$ cat config.mk
export PLATFORM = sky130hd
export DESIGN_NAME = dcp_fifo
export DESIGN_NICKNAME = d
export VERILOG_FILES = /design/src/rtl/core/dcp_pkg.sv /design/src/rtl/core/dcp_fifo.sv
export VERILOG_INCLUDE_DIRS = /design/src /design/src/rtl/core
export SDC_FILE = /design/constraint.sdc
export NUM_CORES = 1
export LEC_CHECK = 0
export BUFFER_PORTS_ARGS = -buffer_cell sky130_fd_sc_hd__buf_2
export CAP_MARGIN = 10
export CORE_MARGIN = 3
export CORE_UTILIZATION = 50
export CTS_CLUSTER_SIZE = 10
export DETAILED_ROUTE_END_ITERATION = 10
export GPL_TIMING_DRIVEN = 0
export PLACE_DENSITY = 0.68
export REMOVE_ABC_BUFFERS = 1
export SETUP_SLACK_MARGIN = 0.2
export SKIP_CTS_REPAIR_TIMING = 1
export SKIP_LAST_GASP = 1
export SLEW_MARGIN = 25
export SYNTH_ARGS = -nofsm -noshare
export SYNTH_HDL_FRONTEND = slang
export SYNTH_SLANG_ARGS = --single-unit
$ cat constraint.sdc
create_clock -name clk -period 26.5 [get_ports clk]
set_input_delay 7.95 -clock clk [delete_from_list [all_inputs] [get_ports clk]]
set_output_delay 7.95 -clock clk [all_outputs]
set_load 0.02 [all_outputs]
$ cat src/rtl/core/assert_macros.svh
// Assertion helpers shared by the core RTL.
`ifndef ASSERT_MACROS_SVH
`define ASSERT_MACROS_SVH
`ifndef SYNTH
// Property must hold at every sampled edge outside reset.
`define DCP_ASSERT(lbl, clk, rstn, prop, msg) \
  lbl: assert property (@(posedge clk) disable iff (!(rstn)) (prop)) else $error(msg);
// Condition must never be seen outside reset.
`define DCP_NEVER(lbl, clk, rstn, cond, msg) \
  lbl: assert property (@(posedge clk) disable iff (!(rstn)) !(cond)) else $error(msg);
`else
`define DCP_ASSERT(lbl, clk, rstn, prop, msg)
`define DCP_NEVER(lbl, clk, rstn, cond, msg)
`endif
`endif

$ cat src/rtl/core/dcp_pkg.sv
package dcp_pkg;

  // Register stages in the front end, from accept to queue push.
  localparam int FRONT_LAT = 3;
  // One root bit per square-root stage, one quotient bit per divide stage.
  localparam int SQ_STEPS = 32;
  localparam int DV_STEPS = 33;

  typedef struct packed {
    logic [2:0]        sgn;
    logic [2:0][31:0]  mag;
    logic [63:0]       sq;
    logic [30:0]       rest;
    logic              pa;
    logic              pb;
    logic              act;
  } front_item_t;

  typedef struct packed {
    logic empty;
    logic near_full;
  } fifo_stat_t;

endpackage

$ cat src/rtl/core/dcp_fifo.sv
`include "assert_macros.svh"

module dcp_fifo #(
  parameter int DEPTH = 8
) (
  input  logic                 clk,
  input  logic                 rst_n,
  input  logic                 push,
  input  dcp_pkg::front_item_t item_in,
  input  logic                 pop,
  output dcp_pkg::front_item_t item_out,
  output dcp_pkg::fifo_stat_t  stat
);

  localparam int PTR_W = (DEPTH > 1) ? $clog2(DEPTH) : 1;
  localparam int CNT_W = $clog2(DEPTH + 1);

  dcp_pkg::front_item_t mem_r [DEPTH];
  logic [PTR_W-1:0] wr_ptr_r, wr_ptr_nxt, rd_ptr_r, rd_ptr_nxt;
  logic [CNT_W-1:0] count_r, count_nxt;

  always_comb begin
    wr_ptr_nxt = wr_ptr_r;
    rd_ptr_nxt = rd_ptr_r;
    count_nxt  = count_r;
    if (push) begin
      wr_ptr_nxt = (wr_ptr_r == PTR_W'(DEPTH - 1)) ? '0 : wr_ptr_r + PTR_W'(1);
    end
    if (pop) begin
      rd_ptr_nxt = (rd_ptr_r == PTR_W'(DEPTH - 1)) ? '0 : rd_ptr_r + PTR_W'(1);
    end
    if (push && !pop) begin
      count_nxt = count_r + CNT_W'(1);
    end else if (pop && !push) begin
      count_nxt = count_r - CNT_W'(1);
    end
  end

  always_ff @(posedge clk) begin
    if (!rst_n) begin
      wr_ptr_r <= '0;
      rd_ptr_r <= '0;
      count_r  <= '0;
    end else begin
      wr_ptr_r <= wr_ptr_nxt;
      rd_ptr_r <= rd_ptr_nxt;
      count_r  <= count_nxt;
    end
  end

  always_ff @(posedge clk) begin
    if (push) begin
      mem_r[wr_ptr_r] <= item_in;
    end
  end

  assign item_out       = mem_r[rd_ptr_r];
  assign stat.empty     = (count_r == '0);
  // Leave room for every transaction still in the front stages.
  assign stat.near_full = (count_r >= CNT_W'(DEPTH - dcp_pkg::FRONT_LAT));

  `DCP_NEVER(a_no_overflow, clk, rst_n, push && !pop && (count_r == CNT_W'(DEPTH)), "queue overflow")
  `DCP_ASSERT(a_count_up, clk, rst_n, push && !pop |=> count_r == $past(count_r) + CNT_W'(1), "count did not advance")

endmodule

### Word level (Yosys, flattened, before mapping)

Memory sizes are Yosys's and may differ from the RTL's. A register that Yosys moved wholly into a read port is not among the register bits.
Index checks and enable logic that the tools add are counted.

| word-level totals | value |
|---|---|
| register bits | 10 |
| memory bits (writable) | 1,576 |
| input bits | 201 |
| output and inout bits | 199 |
| logic and storage cells | 25 |
| memories | 1 |

| cells by class | value |
|---|---|
| add/sub/neg operators | 4 |
| order comparisons | 1 |
| equal/unequal tests | 2 |
| muxes and demuxes | 8 |
| reduce and logical (&&, ||, !) cells | 6 |

Memory list:

| memory | words | bits a word | read ports | clocked after Yosys merged registers in | write ports | line | source |
|---|---|---|---|---|---|---|---|
| mem_r | 8 | 197 | 1 | 1 | 1 | dcp_fifo.sv:18 | `dcp_pkg::front_item_t mem_r [DEPTH];` |

Operator list:

| cell | number |
|---|---|
| $mux W3 | 4 |
| $mux W4 | 2 |
| $add A3 B1 Y3 const B | 2 |
| $eq A3 B3 Y1 const B | 2 |
| $add A4 B1 Y4 const B | 1 |
| $ge A4 B3 Y1 const B | 1 |
| $logic_not A4 Y1 | 1 |
| $sub A4 B1 Y4 const B | 1 |
| $logic_and A1 B1 Y1 | 2 |
| $logic_not A1 Y1 | 2 |
| $mux W1 | 2 |
| $reduce_bool A2 Y1 | 1 |

### Longest topological paths before layout

Gate-level depths: netlist of the first run.

| logic depth | value |
|---|---|
| word-level depth | 4 |
| depth in mapped cells | 8 |
| mapped depth without buffers | 8 |

### Worst setup path before layout of the first run

OpenSTA, ideal clock, no wires.

| path | value |
|---|---|
| path kind | input to register |
| from | in push |
| to | mem mem_r[0][0] in the netlist's numbering (enable) |
| library setup time | 996 ps |
| arrival | 21,320 ps |
| data required time | 25,504 ps |
| slack | 4,184 ps |
| cell stages on the path | 2 |
| buffers on the path | 0 |
| path through | nand2b_1 -> nor3_1 |

| on the way | value |
|---|---|
| longest elaborated chain between the ends | 2 |

RTL lines:

| element | line | source |
|---|---|---|
| start: declaration | dcp_fifo.sv:8 | `input logic push,` |
| $mux W1 | dcp_fifo.sv:52 | `if (push) begin` |
| $mux W1 (not written as such) | dcp_fifo.sv:53 | `mem_r[wr_ptr_r] <= item_in;` |
| end: declaration | dcp_fifo.sv:18 |  |

Every way passes these cells.

==> impl_metrics.json, run 1 <==
{
  "status": "finished, final reports clean",
  "crit_buf_inv": 6,
  "drc_errors": 0,
  "path_delay_family": "buffers and inverters",
  "drv_slew": 0,
  "cp_cell_sequence": "buf_16 > buf_12 > buf_16 > buf_12 > buf_16 > mux4_2 > mux2_2 > buf_2",
  "yosysSeqAreaShare_pct": 79.54,
  "critPathRequiredTime_ps": 18550,
  "final_common_cell": "edfxtp_1",
  "syn_to_final_growth_pct": 19.85,
  "syn_area_mm2": 0.05983,
  "stdcell_count": 4666,
  "final.setup_skew_ps": 35.61,
  "avgSynthCellArea_um2": 25.46,
  "grt_first_pass_wirelength_um": 187800,
  "rsz0062_at_grt": "no",
  "vias": 26770,
  "dpl.hpwl_um": 81510,
  "rows": 126,
  "ys_warn_count": 0,
  "synth.distinct_cells": 25,
  "timing.max_cap.violations": 0,
  "most-common-layout-cells": "edfxtp_1, buf_2, mux4_2",
  "gr-usage-all-layers_pct": 20.52,
  "cts.sinks": 1589,
  "setup_viol": 0,
  "first_pass_iters": 5,
  "wl_um": 124900,
  "hold_ws_ps": 489.9,
  "crit_path_frequent_cell": "buf_16",
  "vias_per_cell": 5.738,
  "portBuffers": 399,
  "crit_path_start_kind": "register",
  "cts.reportedPaths.clkPinSlew_ps": 50,
  "ios": 400,
  "worst_slew_pin_slew_ps": 762.2,
  "placed_cells": 4421,
  "num-nets-final": 3213,
  "initial_core_util_pct": 50.53,
  "peakVddDrop_v": 0.00007573,
  "worstSetupEndpointType": "primary output",
  "core_region_area_mm2": 0.1184,
  "worst_slack_ps": 14500,
  "clk-insertion-delay-late_ps": 790,
  "crit_path_top_delay_cell": "dfxtp_4",
  "first_iter_violations": 2165,
  "hold_viol_final": 0,
  "synthCells": 2350,
  "hp-class": "register to register",
  "gp_congestion": 0.7146,
  "detail_route.wl_per_cell_um": 26.77,
  "fin_crit_ps": 12000,
  "clockRootBuffer": "clkbuf_16",
  "post-route-period-util_pct": 45.30,
  "dieWidth_um": 351.9,
  "die-height_um": 351.9,
  "synth-seq-cells": 1589,
  "cts_made_buffers": 181,
  "p_total_mw": 5.444,
  "grt.overflow.total": 0,
  "path_max_fanout": 34,
  "worstPathArrival_ps": 4050,
  "cellLeakagePower_nw": 23.07,
  "antenna_left": 0,
  "preCtsSetupSlack_ps": 15240,
  "timing.fmax_mhz": 83.31,
  "grt_pass1_vias": 28860,
  "power_density_mw_per_mm2": 75.92,
  "drive_gt1_share_pct": 45.52,
  "timing_worst_setup_path_type": "register to primary output",
  "grt_max_degree": 50,
  "cts_tree": "done",
  "dieArea_mm2": 0.1238,
  "antenna_found_initial": 28,
  "slowest_delay_ps": 680,
  "clock_path_buffers": 3,
  "fin_util_pct": 60.56,
  "cts.htree.levels": 4,
  "slew_headroom_pct": 49.06
}
[final timing paths]
| check | slack [ps] | depth (start not counted) | to | start |
|---|---|---|---|---|
| min reg2reg | 490 | 2 | count_r[3] | count_r[3] |
| max | 14500 | 8 | item_out[15] | register |
| max reg2reg | 23330 | 10 | mem_r[0][135] | wr_ptr_r[0] |
| min | 490 | 2 | count_r[3] | count_r[3] |
[worst min-delay path, delay by kind of cell, from the launching register on]
| family | cells | cell delay [ps] |
|---|---|---|
| flip-flops | 1 | 320 |
| multiplexers | 1 | 60 |
| AND/OR/NAND/NOR | 1 | 60 |
[per-layer routing]
layer | global-route usage [%] | routed length (um)
met1 | 26.83 | 49020
met2 | 34.17 | 64120
met3 | 5.043 | 8594
met4 | 6.664 | 3120
met5 | 0 | 77
[flip-flops by register name, indices dropped and copies added, names as in the netlist, named ones only]
signal	count
mem_r	1576
wr_ptr_r	3
count_r	4
rd_ptr_r	3
[cell type report]
type / count / area [um^2]
clock inverter: 21 / 357.8
multi-input combinational: 647 / 11530
antenna: 17 / 42.54
clock buffer: 207 / 4733
sequential: 1589 / 47600
tap: 1600 / 2002
inverter: 2 / 7.507
timing repair buffer: 583 / 5429
fill: 7926 / 46690
[power breakdown]
group / total [mW] / switching, mW / internal (mW) / leakage, nW
Sequential: 2.84 / 0.0161 / 2.82 / 14.4
Clock: 2.20 / 0.910 / 1.29 / 2.48
Combinational: 0.409 / 0.225 / 0.184 / 6.16
[stage by stage]
stage	TNS [ps]	area [um^2]
2_1_floorplan	0	59070
3_3_place_gp	-6130080	63070
3_5_place_dp	0	66570
4_1_cts	0	71660
5_1_grt	0	71670
6_report	0	71700
[cells by family after synthesis]
kind of cell,share of synthesized area (%)
mux,18.62
flops,79.54
compound gates,0.07319
simple gates,0.2823
fa+ha+maj,0.1799
buf+inv,1.274
xor+xnor,0.02928
[cell usage after synthesis, drive strengths merged]
cell,instances,area share [%]
buf,86,1.1
nand2,5,0.031
a21oi,3,0.025
edfxtp,1576,79
nand2b,6,0.063
mux4,394,15
xnor2,2,0.029
mux2,197,3.7
nand3,1,0.0084
dfxtp,13,0.44
nor4,1,0.010
nor2,8,0.050
nor2b,6,0.063
mux2i,5,0.084
a211oi,1,0.013
o21ai,3,0.025
a31oi,1,0.010
clkbuf,26,0.16
fa,1,0.033
nor3,3,0.025
ha,7,0.15
inv,2,0.013
and2,3,0.031
Note: power is estimated with default switching activity, not from simulation.
==> inputs of run 2 (changes only) <==
--- a/config.mk
+++ b/config.mk
@@ -6,6 +6,7 @@
 export SDC_FILE = /design/constraint.sdc
 export NUM_CORES = 1
 export LEC_CHECK = 0
+export ABC_AREA = 1
 export BUFFER_PORTS_ARGS = -buffer_cell sky130_fd_sc_hd__buf_2
 export CAP_MARGIN = 10
 export CORE_MARGIN = 3
==> constraint.sdc (replaced) <==
create_clock -name clk -period 11.2 [get_ports clk]
set_input_delay 3.36 -clock clk [delete_from_list [all_inputs] [get_ports clk]]
set_output_delay 3.36 -clock clk [all_outputs]
set_load 0.02 [all_outputs]
==> run 2 against run 1 <==
Hold slack improved by 17 ps. Global-route usage up 1.9 points. Combinational power increased to 3.5 times the previous value. Core utilization down 0.79 points.
==> impl_metrics.json, run 2 <==
{
  "status": "finished, final reports clean",
  "wl_met1_um": 59730,
  "antenna_found_initial": 38,
  "timing.max_cap.violations": 0,
  "critPathRequiredTime_ps": 7840,
  "grt_first_pass_wirelength_um": 224600,
  "final.setup_skew_ps": 32.51,
  "post-route-period-util_pct": 67.61,
  "hold_ws_ps": 506.9,
  "path_max_fanout": 60,
  "dpl.hpwl_um": 87180,
  "die-height_um": 361.2,
  "synth_top_area_share_pct": 75.04,
  "worst_slack_ps": 3628,
  "cp_cell_sequence": "buf_16 > buf_16 > buf_12 > buf_16 > buf_16 > buf_16 > nor2_1 > nor2_1 > o21ai_0 > nand2_1 > nand2_1 > nand2_1 > buf_2",
  "synth.most_common_cell": "nor2_1",
  "timing_worst_setup_path_type": "register to primary output",
  "syn_to_final_growth_pct": 17.93,
  "met3_length_um": 11510,
  "yosysSeqAreaShare_pct": 75.45,
  "fin_area_mm2": 0.07438,
  "first_pass_iters": 5,
  "portBuffers": 399,
  "place_area_mm2": 0.06948,
  "clockRootBuffer": "clkbuf_16",
  "fin_setup_tns_ps": 0,
  "avgSynthCellArea_um2": 11.86,
  "fin_util_pct": 59.77,
  "ys_warn_count": 0,
  "placed_cells": 7202,
  "pwr-share-comb_pct": 10.9,
  "detail_route.wl_per_cell_um": 19.69,
  "synth_common_cells": "nor2_1, edfxtp_1, nand2_1, o21ai_0, o21ai_1",
  "num-nets-final": 5955,
  "drv_slew": 0,
  "p_clk_share_pct": 38.0,
  "switching_share_pct": 23.87,
  "gr-usage-all-layers_pct": 22.41,
  "timing.fmax_mhz": 132.1,
  "switchingPower_mw": 3.152,
  "grt.overflow.total": 0,
  "clock_path_buffers": 3,
  "initial_core_util_pct": 50.68,
  "cts_made_buffers": 179,
  "drc_errors": 0,
  "worst_slew_pin_slew_ps": 713.3,
  "wl_um": 146800,
  "p_int_mw": 10.06,
  "synth_area_leader_cell": "edfxtp_1",
  "worstSetupEndpointType": "primary output",
  "synth_ff_type": "edfxtp_1",
  "crit_path_frequent_cell": "buf_16",
  "most-common-layout-cells": "nor2_1, edfxtp_1, nand2_1",
  "ios": 400,
  "rows": 129,
  "peakVddDrop_v": 0.0001529,
  "setup_viol": 0,
  "synth_edf_count": 1576,
  "drive_gt1_share_pct": 13.13,
  "crit_buf_inv": 7,
  "synthCells": 5320,
  "dieWidth_um": 361.2,
  "first_iter_violations": 3702,
  "grt_pass1_vias": 38730,
  "crit_path_top_delay_cell": "dfxtp_4",
  "vias": 39690,
  "synth-seq-cells": 1589,
  "slowest_delay_ps": 790,
  "p_total_mw": 13.21,
  "cts.htree.levels": 4,
  "fin_crit_ps": 7572,
  "rsz0062_at_grt": "no",
  "reg_top3": "mem_r x1576, count_r x4",
  "final_common_cell": "nor2_1",
  "dieArea_mm2": 0.1304,
  "core_region_area_mm2": 0.1244,
  "topRoutingLayerUsed": "met5",
  "largest_reg_flops": 1576,
  "cts.reportedPaths.clkPinSlew_ps": 50,
  "grt_max_degree": 133,
  "route.met2.wl_um": 71370,
  "crit_path_start_kind": "register",
  "gp_congestion": 0.7357,
  "preCtsSetupSlack_ps": 4411,
  "cts_tree": "done",
  "fillCellCount": 9484,
  "largest_register": "mem_r",
  "synth_area_leaders": "edfxtp_1, nor2_1, nand2_1",
  "antenna_left": 0,
  "pwr-share-seq_pct": 51.1,
  "path_delay_family": "buffers and inverters",
  "cellLeakagePower_nw": 27.31,
  "stdcell_count": 7453,
  "clk-insertion-delay-late_ps": 790,
  "hp-class": "register to register",
  "synth.distinct_cells": 23,
  "slew_headroom_pct": 52.44,
  "cts.sinks": 1589,
  "vias_per_cell": 5.325,
  "syn_area_mm2": 0.06307,
  "power_density_mw_per_mm2": 177.6,
  "worstPathArrival_ps": 4210,
  "hold_viol_final": 0,
  "async_flop_share_pct": 0
}
==> run 2: cell types whose count changed in the layout (fill, tap and decap cells not counted), sizes merged, moves of 10 or more <==
cell / before / now
buf: 583 / 550
nor2: 8 / 1592
mux4: 394 / 0
nand2: 5 / 1000
mux2: 197 / 0
o21ai: 3 / 795
inv: 9 / 19
==> run 2: area by class of cell <==
| class | count | area [um^2] | share of cell area [%] |
|---|---|---|---|
| inverter | 15 | 78.83 | 0.1060 |
| clock inverter | 16 | 173.9 | 0.2338 |
| antenna | 26 | 65.06 | 0.08748 |
| timing repair buffer | 550 | 5793 | 7.789 |
| clock buffer | 209 | 4656 | 6.260 |
| sequential | 1589 | 47600 | 63.99 |
| multi-input combinational | 3411 | 13970 | 18.78 |
| tap | 1637 | 2048 | 2.754 |
==> run 2: path summary, 6_finish.rpt <==
check / startpoint / endpoint / slack [ps] / cells past startpoint
worst max register to register: wr_ptr_r[0] / mem_r[3][57] / 8330 / 9
worst min register to register: rd_ptr_r[1] / register / 510 / 2
worst min-delay path: rd_ptr_r[1] / register / 510 / 2
worst max-delay path: register / item_out[5] / 3630 / 13
==> run 2: logic make-up after synthesis <==
family | synth area share (%)
AOI/OAI and AO/OA | 6.376
xor gates and xnor gates | 0.01389
adders and majority gates | 0.1706
buffers and inverters | 2.504
DFF | 75.45
and+or+nand+nor | 15.49
==> run 2: routing by layer <==
metal	track usage, %	vias to the layer above
met4	7.902	16
li1	-	19070
met1	29.26	19070
met5	0	-
met2	36.88	1257
met3	5.470	275
==> run 2: worst register-to-register path, delay by kind of cell, from the launching register on <==
kind,cells,cell delay (ps)
buffers and inverters,7,1340
DFF,1,390
and+or+nand+nor,2,820
==> run 2: power groups by stage <==
stage / Clock (mW) / Sequential [mW] / Combinational [mW]
after detailed placement: 0 / 6.87 / 1.45
after global routing: 5.37 / 6.76 / 1.60
after floorplan: 0 / 6.98 / 0.887
after global placement: 0 / 7.10 / 1.45
final: 5.02 / 6.75 / 1.44
after CTS: 5.11 / 6.75 / 1.45
